File: src/nhlk_pkg.sv
package nhlk_pkg;

  localparam logic [31:0] SEED_VALUE = 32'h5A3C_6E2D;
  localparam logic [31:0] STEP_MUL   = 32'h0001_003F;
  localparam logic [31:0] STEP_XOR   = 32'hDEAD_BEEF;
  localparam logic [31:0] FINAL_MUL  = 32'h045D_9F3B;
  localparam logic [15:0] GROUP0_XOR = 16'hA5A5;
  localparam logic [15:0] GROUP1_XOR = 16'h5A5A;
  localparam logic [15:0] GROUP2_XOR = 16'h1234;
  localparam logic [15:0] GROUP3_XOR = 16'hFEDC;
  localparam logic [5:0]  LEN_MIN    = 6'd3;
  localparam logic [5:0]  LEN_MAX    = 6'd63;

  typedef struct packed {
    logic [7:0]  name_byte;
    logic        last_byte;
    logic [63:0] offered_key;
  } in_t;

  typedef struct packed {
    logic [63:0] expected_key;
    logic        key_matches;
    logic        length_bad;
  } out_t;

  typedef enum logic [2:0] {
    S_IDLE,
    S_MUL,
    S_ROT,
    S_FMUL,
    S_FIN
  } state_t;

  // four 16-bit groups from the finalised hash, group 0 on top
  function automatic logic [63:0] make_key(input logic [31:0] h);
    logic [31:0] r7;
    logic [31:0] r13;
    r7  = {h[24:0], h[31:25]};
    r13 = {h[18:0], h[31:19]};
    return {h[15:0] ^ GROUP0_XOR, h[31:16] ^ GROUP1_XOR,
            r7[15:0] ^ GROUP2_XOR, r13[15:0] ^ GROUP3_XOR};
  endfunction

endpackage

File: src/nhlk_mul.sv
// shared 32x32 multiplier, low word kept, result registered
module nhlk_mul (
  input  logic        clk,
  input  logic        en,
  input  logic [31:0] a,
  input  logic [31:0] b,
  output logic [31:0] p
);

  logic [31:0] full;

  assign full = a * b;

  always_ff @(posedge clk) begin
    if (en) begin
      p <= full;
    end
  end

endmodule

File: src/name_hash_license_key_check.sv
// Name-hash key check. Takes one name byte per item; zero bytes are skipped.
// A non-last byte passes through accept, multiply and rotate/xor; a last byte
// adds the finaliser multiply and key build; a zero byte marked last goes
// from accept straight to the finaliser multiply, one not marked last is only
// accepted. Both multiplies use the one registered 32x32 multiplier, and the
// input stalls until the item is done. One result per name, on the last byte;
// the next name can start while that result waits in the output register.
module name_hash_license_key_check #(
  parameter int NAME_LIMIT = 32
) (
  input  logic           clk,
  input  logic           rst,
  input  logic           in_valid,
  output logic           in_stall,
  input  nhlk_pkg::in_t  in_data,
  output logic           out_valid,
  input  logic           out_stall,
  output nhlk_pkg::out_t out_data
);

  nhlk_pkg::state_t state, state_next;

  logic [31:0] running_hash, running_hash_next;
  logic [5:0]  name_length, name_length_next;
  logic [31:0] op_a, op_a_next;
  logic [31:0] op_b, op_b_next;
  logic [3:0]  nib;
  logic        last;
  logic [63:0] offered;
  logic        out_valid_next;
  nhlk_pkg::out_t out_data_next;

  logic        accept;
  logic        out_free;
  logic        mul_en;
  logic [31:0] prod;
  logic [31:0] sum;
  logic [63:0] dbl;
  logic [31:0] step_hash;
  logic [31:0] fin_hash;
  logic [63:0] key;
  logic        bad;

  nhlk_mul u_mul (
    .clk (clk),
    .en  (mul_en),
    .a   (op_a),
    .b   (op_b),
    .p   (prod)
  );

  assign in_stall = (state != nhlk_pkg::S_IDLE);
  assign accept   = in_valid && !in_stall;
  assign out_free = !out_valid || !out_stall;
  assign mul_en   = (state == nhlk_pkg::S_MUL) || (state == nhlk_pkg::S_FMUL);

  // byte is sign-extended as a signed char
  assign sum       = running_hash + {{24{in_data.name_byte[7]}}, in_data.name_byte};
  assign dbl       = {prod, prod} << nib;
  assign step_hash = dbl[63:32] ^ nhlk_pkg::STEP_XOR;
  assign fin_hash  = prod ^ {16'h0000, prod[31:16]};
  assign key       = nhlk_pkg::make_key(fin_hash);
  assign bad       = (name_length < nhlk_pkg::LEN_MIN) || (name_length >= 6'(NAME_LIMIT));

  always_ff @(posedge clk) begin
    if (rst) begin
      state        <= nhlk_pkg::S_IDLE;
      running_hash <= nhlk_pkg::SEED_VALUE;
      name_length  <= '0;
      out_valid    <= 1'b0;
    end else begin
      state        <= state_next;
      running_hash <= running_hash_next;
      name_length  <= name_length_next;
      out_valid    <= out_valid_next;
    end
  end

  always_ff @(posedge clk) begin
    op_a     <= op_a_next;
    op_b     <= op_b_next;
    out_data <= out_data_next;
    if (accept) begin
      nib     <= in_data.name_byte[3:0];
      last    <= in_data.last_byte;
      offered <= in_data.offered_key;
    end
  end

  always_comb begin
    state_next        = state;
    running_hash_next = running_hash;
    name_length_next  = name_length;
    op_a_next         = op_a;
    op_b_next         = op_b;
    out_valid_next    = out_valid && out_stall;
    out_data_next     = out_data;
    unique case (state)
      nhlk_pkg::S_IDLE: begin
        if (accept) begin
          if (in_data.name_byte != 8'h00) begin
            op_a_next  = sum;
            op_b_next  = nhlk_pkg::STEP_MUL;
            state_next = nhlk_pkg::S_MUL;
            if (name_length != nhlk_pkg::LEN_MAX) begin
              name_length_next = name_length + 6'd1;
            end
          end else if (in_data.last_byte) begin
            op_a_next  = running_hash ^ {16'h0000, running_hash[31:16]};
            op_b_next  = nhlk_pkg::FINAL_MUL;
            state_next = nhlk_pkg::S_FMUL;
          end
        end
      end
      nhlk_pkg::S_MUL: begin
        state_next = nhlk_pkg::S_ROT;
      end
      nhlk_pkg::S_ROT: begin
        running_hash_next = step_hash;
        if (last) begin
          op_a_next  = step_hash ^ {16'h0000, step_hash[31:16]};
          op_b_next  = nhlk_pkg::FINAL_MUL;
          state_next = nhlk_pkg::S_FMUL;
        end else begin
          state_next = nhlk_pkg::S_IDLE;
        end
      end
      nhlk_pkg::S_FMUL: begin
        state_next = nhlk_pkg::S_FIN;
      end
      nhlk_pkg::S_FIN: begin
        // wait here while the previous result is still held
        if (out_free) begin
          out_valid_next             = 1'b1;
          out_data_next.expected_key = key;
          out_data_next.length_bad   = bad;
          out_data_next.key_matches  = !bad && (offered == key);
          running_hash_next          = nhlk_pkg::SEED_VALUE;
          name_length_next           = '0;
          state_next                 = nhlk_pkg::S_IDLE;
        end
      end
      default: begin
        state_next = nhlk_pkg::S_IDLE;
      end
    endcase
  end

  a_out_drains: assert property (@(posedge clk) disable iff (rst)
    out_valid && !out_stall && (state != nhlk_pkg::S_FIN) |=> !out_valid)
    else $error("result held after it was taken");

  a_bad_no_match: assert property (@(posedge clk) disable iff (rst)
    out_valid |-> !(out_data.key_matches && out_data.length_bad))
    else $error("match flagged on a bad length");

  a_name_restart: assert property (@(posedge clk) disable iff (rst)
    (state == nhlk_pkg::S_FIN) && out_free |=>
      (name_length == 6'd0) && (running_hash == nhlk_pkg::SEED_VALUE) && out_valid)
    else $error("state not cleared after a name");

  a_byte_to_mul: assert property (@(posedge clk) disable iff (rst)
    accept && (in_data.name_byte != 8'h00) |=> (state == nhlk_pkg::S_MUL))
    else $error("non-zero byte skipped the multiply");

endmodule

File: config.mk
export PLATFORM = sky130hd
export DESIGN_NAME = name_hash_license_key_check
export DESIGN_NICKNAME = d
export VERILOG_FILES = /design/src/nhlk_pkg.sv /design/src/nhlk_mul.sv /design/src/name_hash_license_key_check.sv
export SDC_FILE = /design/constraint.sdc
export NUM_CORES = 1
export LEC_CHECK = 0
export ABC_AREA = 0
export BUFFER_PORTS_ARGS = -buffer_cell sky130_fd_sc_hd__clkbuf_2
export CORE_ASPECT_RATIO = 1.75
export CORE_MARGIN = 8
export CORE_UTILIZATION = 54
export CTS_CLUSTER_SIZE = 10
export DETAILED_ROUTE_END_ITERATION = 12
export PLACE_DENSITY = 0.72
export SYNTH_ARGS = -nofsm -noshare
export SYNTH_HDL_FRONTEND = slang
export SYNTH_SLANG_ARGS = --single-unit
File: constraint.sdc
create_clock -name clk -period 9.7 [get_ports clk]
set_input_delay 1.94 -clock clk [delete_from_list [all_inputs] [get_ports clk]]
set_output_delay 1.94 -clock clk [all_outputs]
set_load 0.01 [all_outputs]
==> impl_metrics.py, run 1 <==
metrics = {
    "worst_setup_path": {
        "arrival_ns": 8.11,
        "path_class": "reg2reg",
        "rr_startpoint": "op_b[22]",
        "startpoint": "op_b[22]",
        "ff2ff_setup_slack_ns": 1.87,
        "required_ns": 9.98,
        "r2r_end": "u_mul.p[27]",
        "r2r_cells": 26,
        "critPathMaxFanout": 40,
        "end_kind": "flop",
        "worstSetupStartpointType": "flop",
    },
    "sta": {
        "setup_viol": 0,
        "clock.fmax_mhz": 128,
        "fin_tns_setup_ns": 0,
        "rsz0062_at_grt": "false",
        "fin_crit_sh_pct": 80.7,
        "hold_slack_ns": 0.502,
        "worst_pin_slew_ns": 1.30,
        "hold_violations": 0,
        "post-route-min-period_ns": 7.83,
        "drv_slew": 0,
        "fin_ws_ns": 1.87,
        "skew_ns": 0.0165,
        "relSlewSlack_pct": 13.4,
    },
    "floorplanning": {
        "die_w_um": 171,
        "ios": 145,
        "die-area_um2": 49300,
        "rows": 99,
        "initial_core_util_pct": 54.7,
        "dieHeight_um": 288,
        "core_area_um2": 41600,
    },
    "logic_synthesis": {
        "synth_warnings": 0,
        "synth_commonest_cells": "348 x inv_1, 250 x fa_1, 190 x nand2_1",
        "synth_top_area_share_pct": 24.1,
        "syn_nets": 2714,
        "syn_area_per_cell_um2": 10.4,
        "syn_area_um2": 22800,
        "synth_top_area_cell": "edfxtp_1",
        "synth_edf_count": 183,
        "ys_top_cells_by_area": "edfxtp_1 24%, fa_1 22%, ha_1 10%, inv_1 5.7%, xnor2_1 5.0%",
        "netlist_instances": 2198,
        "yosysUniqueCellTypes": 75,
        "ys_seq_area_share_pct": 27.8,
        "synth_seq_cells": 225,
        "synth_most_common_cell": "inv_1",
        "synth_ff_type": "edfxtp_1",
        "postSynth.asyncResetShare_pct": 0,
    },
    "routing": {
        "highest_layer": "met4",
        "via_per_inst": 5.73,
        "wl_met2_mm": 33.5,
        "wl_per_cell_um": 21.8,
        "wl_met3_mm": 2.43,
        "ant_nets": 0,
        "vias": 16400,
        "drtIter0Drc": 989,
        "wirelength_mm": 62.4,
        "wl_met1_mm": 21.5,
        "drc_errors": 0,
        "drt_pass1_iterations": 5,
    },
    "clock_tree": {
        "cts_setup_buffers": 0,
        "clk_latency_ns": 0.54,
        "cts_tree": "built",
        "h-tree-depth": 1,
        "clock-root-buffer": "clkbuf_16",
        "cts_resized": 0,
        "holdBufCountCts": 0,
        "cts_buffer_depth": 3,
        "clkSinkCount": 225,
        "cts_buffers": 26,
        "clk_pin_slew_worst_paths_ns": 0.06,
    },
    "final_layout": {
        "num-fill-cells": 3565,
        "areaGrowthSynthToFinish_pct": 8.48,
        "drive_above_1_share_pct": 11.8,
        "nNetsFinal": 2819,
    },
    "place": {
        "gp_congestion": 0.991,
        "place_hpwl_mm": 50.3,
        "dp_slack_ns": 1.98,
        "io_buffers": 144,
    },
    "hold_path": {
        "whs_path_depth": 2,
        "hold_path_class": "reg2reg",
        "hold_start": "running_hash[31]",
        "whs_endpoint": "running_hash[31]",
    },
    "flow_run": {
        "drv_cap": 0,
    },
    "global_route": {
        "grt_pass1_wl_mm": 98.2,
        "grt.overflow.total": 0,
        "grt_pass1_vias": 18100,
        "antenna_found_initial": 1,
        "grtUsageTotal_pct": 26.2,
        "grt_max_degree": 70,
    },
    "outcome": {
        "status": "finished clean",
    },
}
-- final cells by class --
type / count / area (µm²) / share of cell area [%]
clock inverter: 2 / 46.3 / 0.187
inverter: 350 / 1310 / 5.32
antenna: 1 / 2.50 / 0.0101
clock buffer: 35 / 684 / 2.77
tap: 555 / 694 / 2.81
timing repair buffer: 169 / 908 / 3.68
sequential: 225 / 6340 / 25.7
multi-input combinational: 1531 / 14700 / 59.6
-- worst max-delay path by stage --
stage | cells after the start | slack (ns) | to
CTS | 23 | 1.96 | u_mul.p[27]
global placement | 23 | 2.06 | u_mul.p[27]
global route | 26 | 1.52 | u_mul.p[27]
floorplan | 25 | 2.57 | u_mul.p[31]
finish | 26 | 1.87 | u_mul.p[27]
detailed placement | 23 | 1.98 | u_mul.p[27]
-- layout by cell type, fill, tap and decap left out, drive strengths merged, types with 15 or more instances in the layout --
master,netlist,routed
a211oi,18,18
a21o,30,30
a21oi,82,82
and2,53,53
buf,33,25
clkbuf,59,179
dfxtp,42,42
edfxtp,183,183
fa,250,250
ha,189,189
inv,349,349
mux2i,26,26
mux4,32,32
nand2,190,190
nand2b,21,21
nand3,23,23
nor2,114,114
nor3,28,28
o21ai,79,79
o21bai,22,22
o22ai,15,15
xnor2,129,129
xor2,68,68
-- routing by layer --
| layer | vias up | global-route usage [%] |
|---|---|---|
| met5 | - | 0 |
| met4 | 0 | 17.9 |
| met3 | 253 | 2.33 |
| met2 | 613 | 49.1 |
| met1 | 8086 | 26.9 |
| li1 | 7487 | - |
-- sequential cells by signal (all words and copies together) (netlist names) --
name,flops
out_valid,1
last,1
offered,64
state,3
running_hash,32
name_length,6
op_a,32
u_mul.p,32
nib,4
out_data,48
op_b,2
-- critical path, cell delays in order (launching register included) --
cell and delay (ns):
edfxtp_1 1.20, nand2_1 0.17, xnor2_1 0.26, and2_1 0.29, nand2_1 0.07, o21ai_0 0.09
ha_1 0.21, o21bai_1 0.17, fa_1 0.50, inv_1 0.05, fa_1 0.47, inv_1 0.05
fa_1 0.50, inv_1 0.05, fa_1 0.54, inv_1 0.05, fa_1 0.50, fa_1 0.43
ha_1 0.34, nand2_1 0.08, nor3_1 0.30, a221oi_2 0.14, o21ai_1 0.27, nand2_1 0.09
o22ai_1 0.36, o22ai_1 0.18, xnor2_1 0.16
-- per-stage QoR --
stage / std cells / area [µm²] / utilization [%]
CTS: 2867 / 24700 / 59.3
global placement: 2830 / 24000 / 57.6
detailed placement: 2830 / 24000 / 57.6
global route: 2868 / 24700 / 59.3
finish: 2868 / 24700 / 59.3
floorplan: 2198 / 22800 / -
-- cells by family after synthesis --
family                   Yosys count  synth area share [%]
AO/OA/AOI/OAI                    318                  9.24
XOR/XNOR                         197                  7.58
adder cells (fa/ha/maj)          439                  32.4
buffers and inverters            442                  7.62
flip-flops                       225                  27.8
multiplexers                      68                  4.82
AND/OR/NAND/NOR                  509                  10.6
Power of run 1 is not shown: default switching activity piles up to over one toggle a cycle in this logic, so the estimate is an artifact.
==> inputs of run 2 (changes only) <==
Settings changed: PLACE_DENSITY 0.72 to 0.75.
Clock period 9.7 ns to 6.5 ns, I/O delays scaled along.
==> run 2 against run 1 <==
The flow now finishes with violations (setup timing). Global-route usage increased by 0.89 points. Cell area is 8.0% higher. First-iteration DRC count is 1.6% higher. Utilization is 4.7 points higher. Critical path type unchanged.
==> impl_metrics.py, run 2 (same netlist as run 1, synthesis figures left out) <==
metrics = {
    "outcome": {
        "status": "complete, but fails checks",
        "failed_checks": "setup timing",
    },
    "routing": {
        "via_per_inst": 5.72,
        "wl_met2_mm": 36.0,
        "wirelength_mm": 66.8,
        "highest_layer": "met4",
        "drc_errors": 0,
        "wl_met3_mm": 2.85,
        "drt_pass1_iterations": 5,
        "vias": 17400,
        "ant_nets": 0,
        "wl_per_cell_um": 21.9,
        "drtIter0Drc": 1005,
        "wl_met1_mm": 22.2,
    },
    "final_layout": {
        "diodes": 0,
        "regMostFlops": "offered",
        "drive_above_1_share_pct": 21.5,
        "stdcell_count": 3047,
        "mostFrequentLayoutCells": "335 x inv_1, 236 x fa_1, 183 x edfxtp_1",
        "reg.largest.list": "offered x64, out_data x48",
        "nNetsFinal": 2991,
        "mostFrequentLayoutCell": "inv_1",
        "areaGrowthSynthToFinish_pct": 17.1,
        "final_util_pct": 64.1,
        "largest_register_ffs": 64,
    },
    "global_route": {
        "grt_max_degree": 71,
        "antenna_found_initial": 0,
        "grt_pass1_vias": 19000,
        "grt.overflow.total": 0,
        "grtUsageTotal_pct": 27.1,
        "grt_pass1_wl_mm": 102,
    },
    "place": {
        "place_inst": 2956,
        "place_hpwl_mm": 52.3,
        "io_buffers": 144,
        "gp_congestion": 0.994,
    },
    "floorplanning": {
        "die_w_um": 171,
        "rows": 99,
        "core_area_um2": 41600,
        "die-area_um2": 49300,
        "dieHeight_um": 288,
        "ios": 145,
        "initial_core_util_pct": 54.7,
    },
    "sta": {
        "drv_slew": 0,
        "clock.fmax_mhz": 149,
        "worst_pin_slew_ns": 0.993,
        "hold_violations": 0,
        "fin_crit_sh_pct": 103,
        "rsz0062_at_grt": "true",
        "setup_viol": 8,
        "post-route-min-period_ns": 6.71,
        "skew_ns": 0.0190,
        "fin_ws_ns": -0.213,
        "relSlewSlack_pct": 33.1,
    },
    "worst_setup_path": {
        "path_class": "reg2reg",
        "r2r_cells": 24,
        "cpPeakStageDelay_ns": 0.56,
        "r2r_end": "u_mul.p[27]",
        "slowest_stage": "fa_1",
        "required_ns": 6.79,
        "rr_startpoint": "op_a[14]",
        "crit_path_cell_trace": "buf_4 > nand2_1 > fa_1 > inv_1 > fa_1 > fa_1 > inv_1 > fa_1 > inv_1 > ha_1 > ha_1 > fa_1 > fa_1 > ha_1 > buf_4 > nand4_1 > buf_4 > nor3_4 > a221oi_4 > o21ai_2 > nand2_2 > o22ai_4 > o22ai_2 > xnor2_1",
        "arrival_ns": 7.00,
        "worstSetupStartpointType": "flop",
        "ff2ff_setup_slack_ns": -0.21,
        "crit_buf_inv": 6,
        "critPathMaxFanout": 5,
        "end_kind": "flop",
        "crit_top_cell": "fa_1",
        "cp_top_family": "adder cells",
    },
    "clock_tree": {
        "cts_tree": "built",
        "clock-root-buffer": "clkbuf_16",
        "cts_buffer_depth": 3,
        "clk_latency_ns": 0.55,
        "clkSinkCount": 225,
        "cts_buffers": 26,
        "h-tree-depth": 1,
        "clk_pin_slew_worst_paths_ns": 0.07,
    },
    "hold_path": {
        "whs_endpoint": "name_length[5]",
        "hold_start": "name_length[5]",
        "hold_path_class": "reg2reg",
        "whs_path_depth": 2,
    },
    "flow_run": {
        "drv_cap": 0,
    },
}
==> run 2: cell types whose count changed in the layout (fill, tap and decap cells not counted), sizes merged <==
cell	delta
buf	+171
diode	-1
clkinvlp	+4
clkbuf	+9
bufinv	-1
inv	-3
==> run 2: metrics by stage <==
stage               hold WS (ns)  cell area [µm²]  setup slack (ns)  TNS [ns]
floorplan                  0.424            22900            -0.166    -0.223
global placement           0.499            25000            -0.109    -0.280
CTS                        0.521            26100            -0.132    -0.436
detailed placement         0.513            25000            -0.214    -0.998
finish                     0.514            26700            -0.213     -1.25
global route               0.553            26700            -0.375     -2.56
==> run 2: how the worst max path moves through the flow <==
stage,slack [ns],end,cells past startpoint,startpoint
floorplan,-0.17,u_mul.p[31],25,op_b[22]
global placement,-0.11,u_mul.p[29],24,op_b[2]
detailed placement,-0.21,u_mul.p[27],26,op_b[22]
CTS,-0.13,u_mul.p[31],22,op_b[22]
global route,-0.38,u_mul.p[27],24,op_a[14]
finish,-0.21,u_mul.p[27],24,op_a[14]
==> run 2: layout make-up <==
class                           instances  area (µm²)
Clock inverter                          2        37.5
Multi-Input combinational cell       1531       15200
Fill cell                            3287       14900
Tap cell                              555         694
Sequential cell                       225        6340
Inverter                              350        1330
Clock buffer                           43         714
Timing Repair Buffer                  341        2350
==> run 2: repair_timing <==
action | CTS | global route
setup buffers | 18 | 27
cloned | 0 | 1
resized for setup | 37 | 74
hold buffers | 0 | 0
setup endpoints to repair | 7 | 15
pin swaps | 29 | 60
hold endpoints to repair | 0 | 0
==> run 2: worst min-delay path, delay by kind of cell (launching register included) <==
kind | cells | cell delay (ns)
AOI/OAI and AO/OA | 2 | 0.13
DFF | 1 | 0.33
==> run 2: routing by layer <==
| metal | global-route usage [%] | vias to the layer above |
|---|---|---|
| met5 | 0 | - |
| met1 | 27.4 | 8564 |
| met4 | 19.2 | 0 |
| met2 | 50.9 | 720 |
| li1 | - | 7824 |
| met3 | 2.43 | 317 |
Power of run 2 is left out for the same reason.
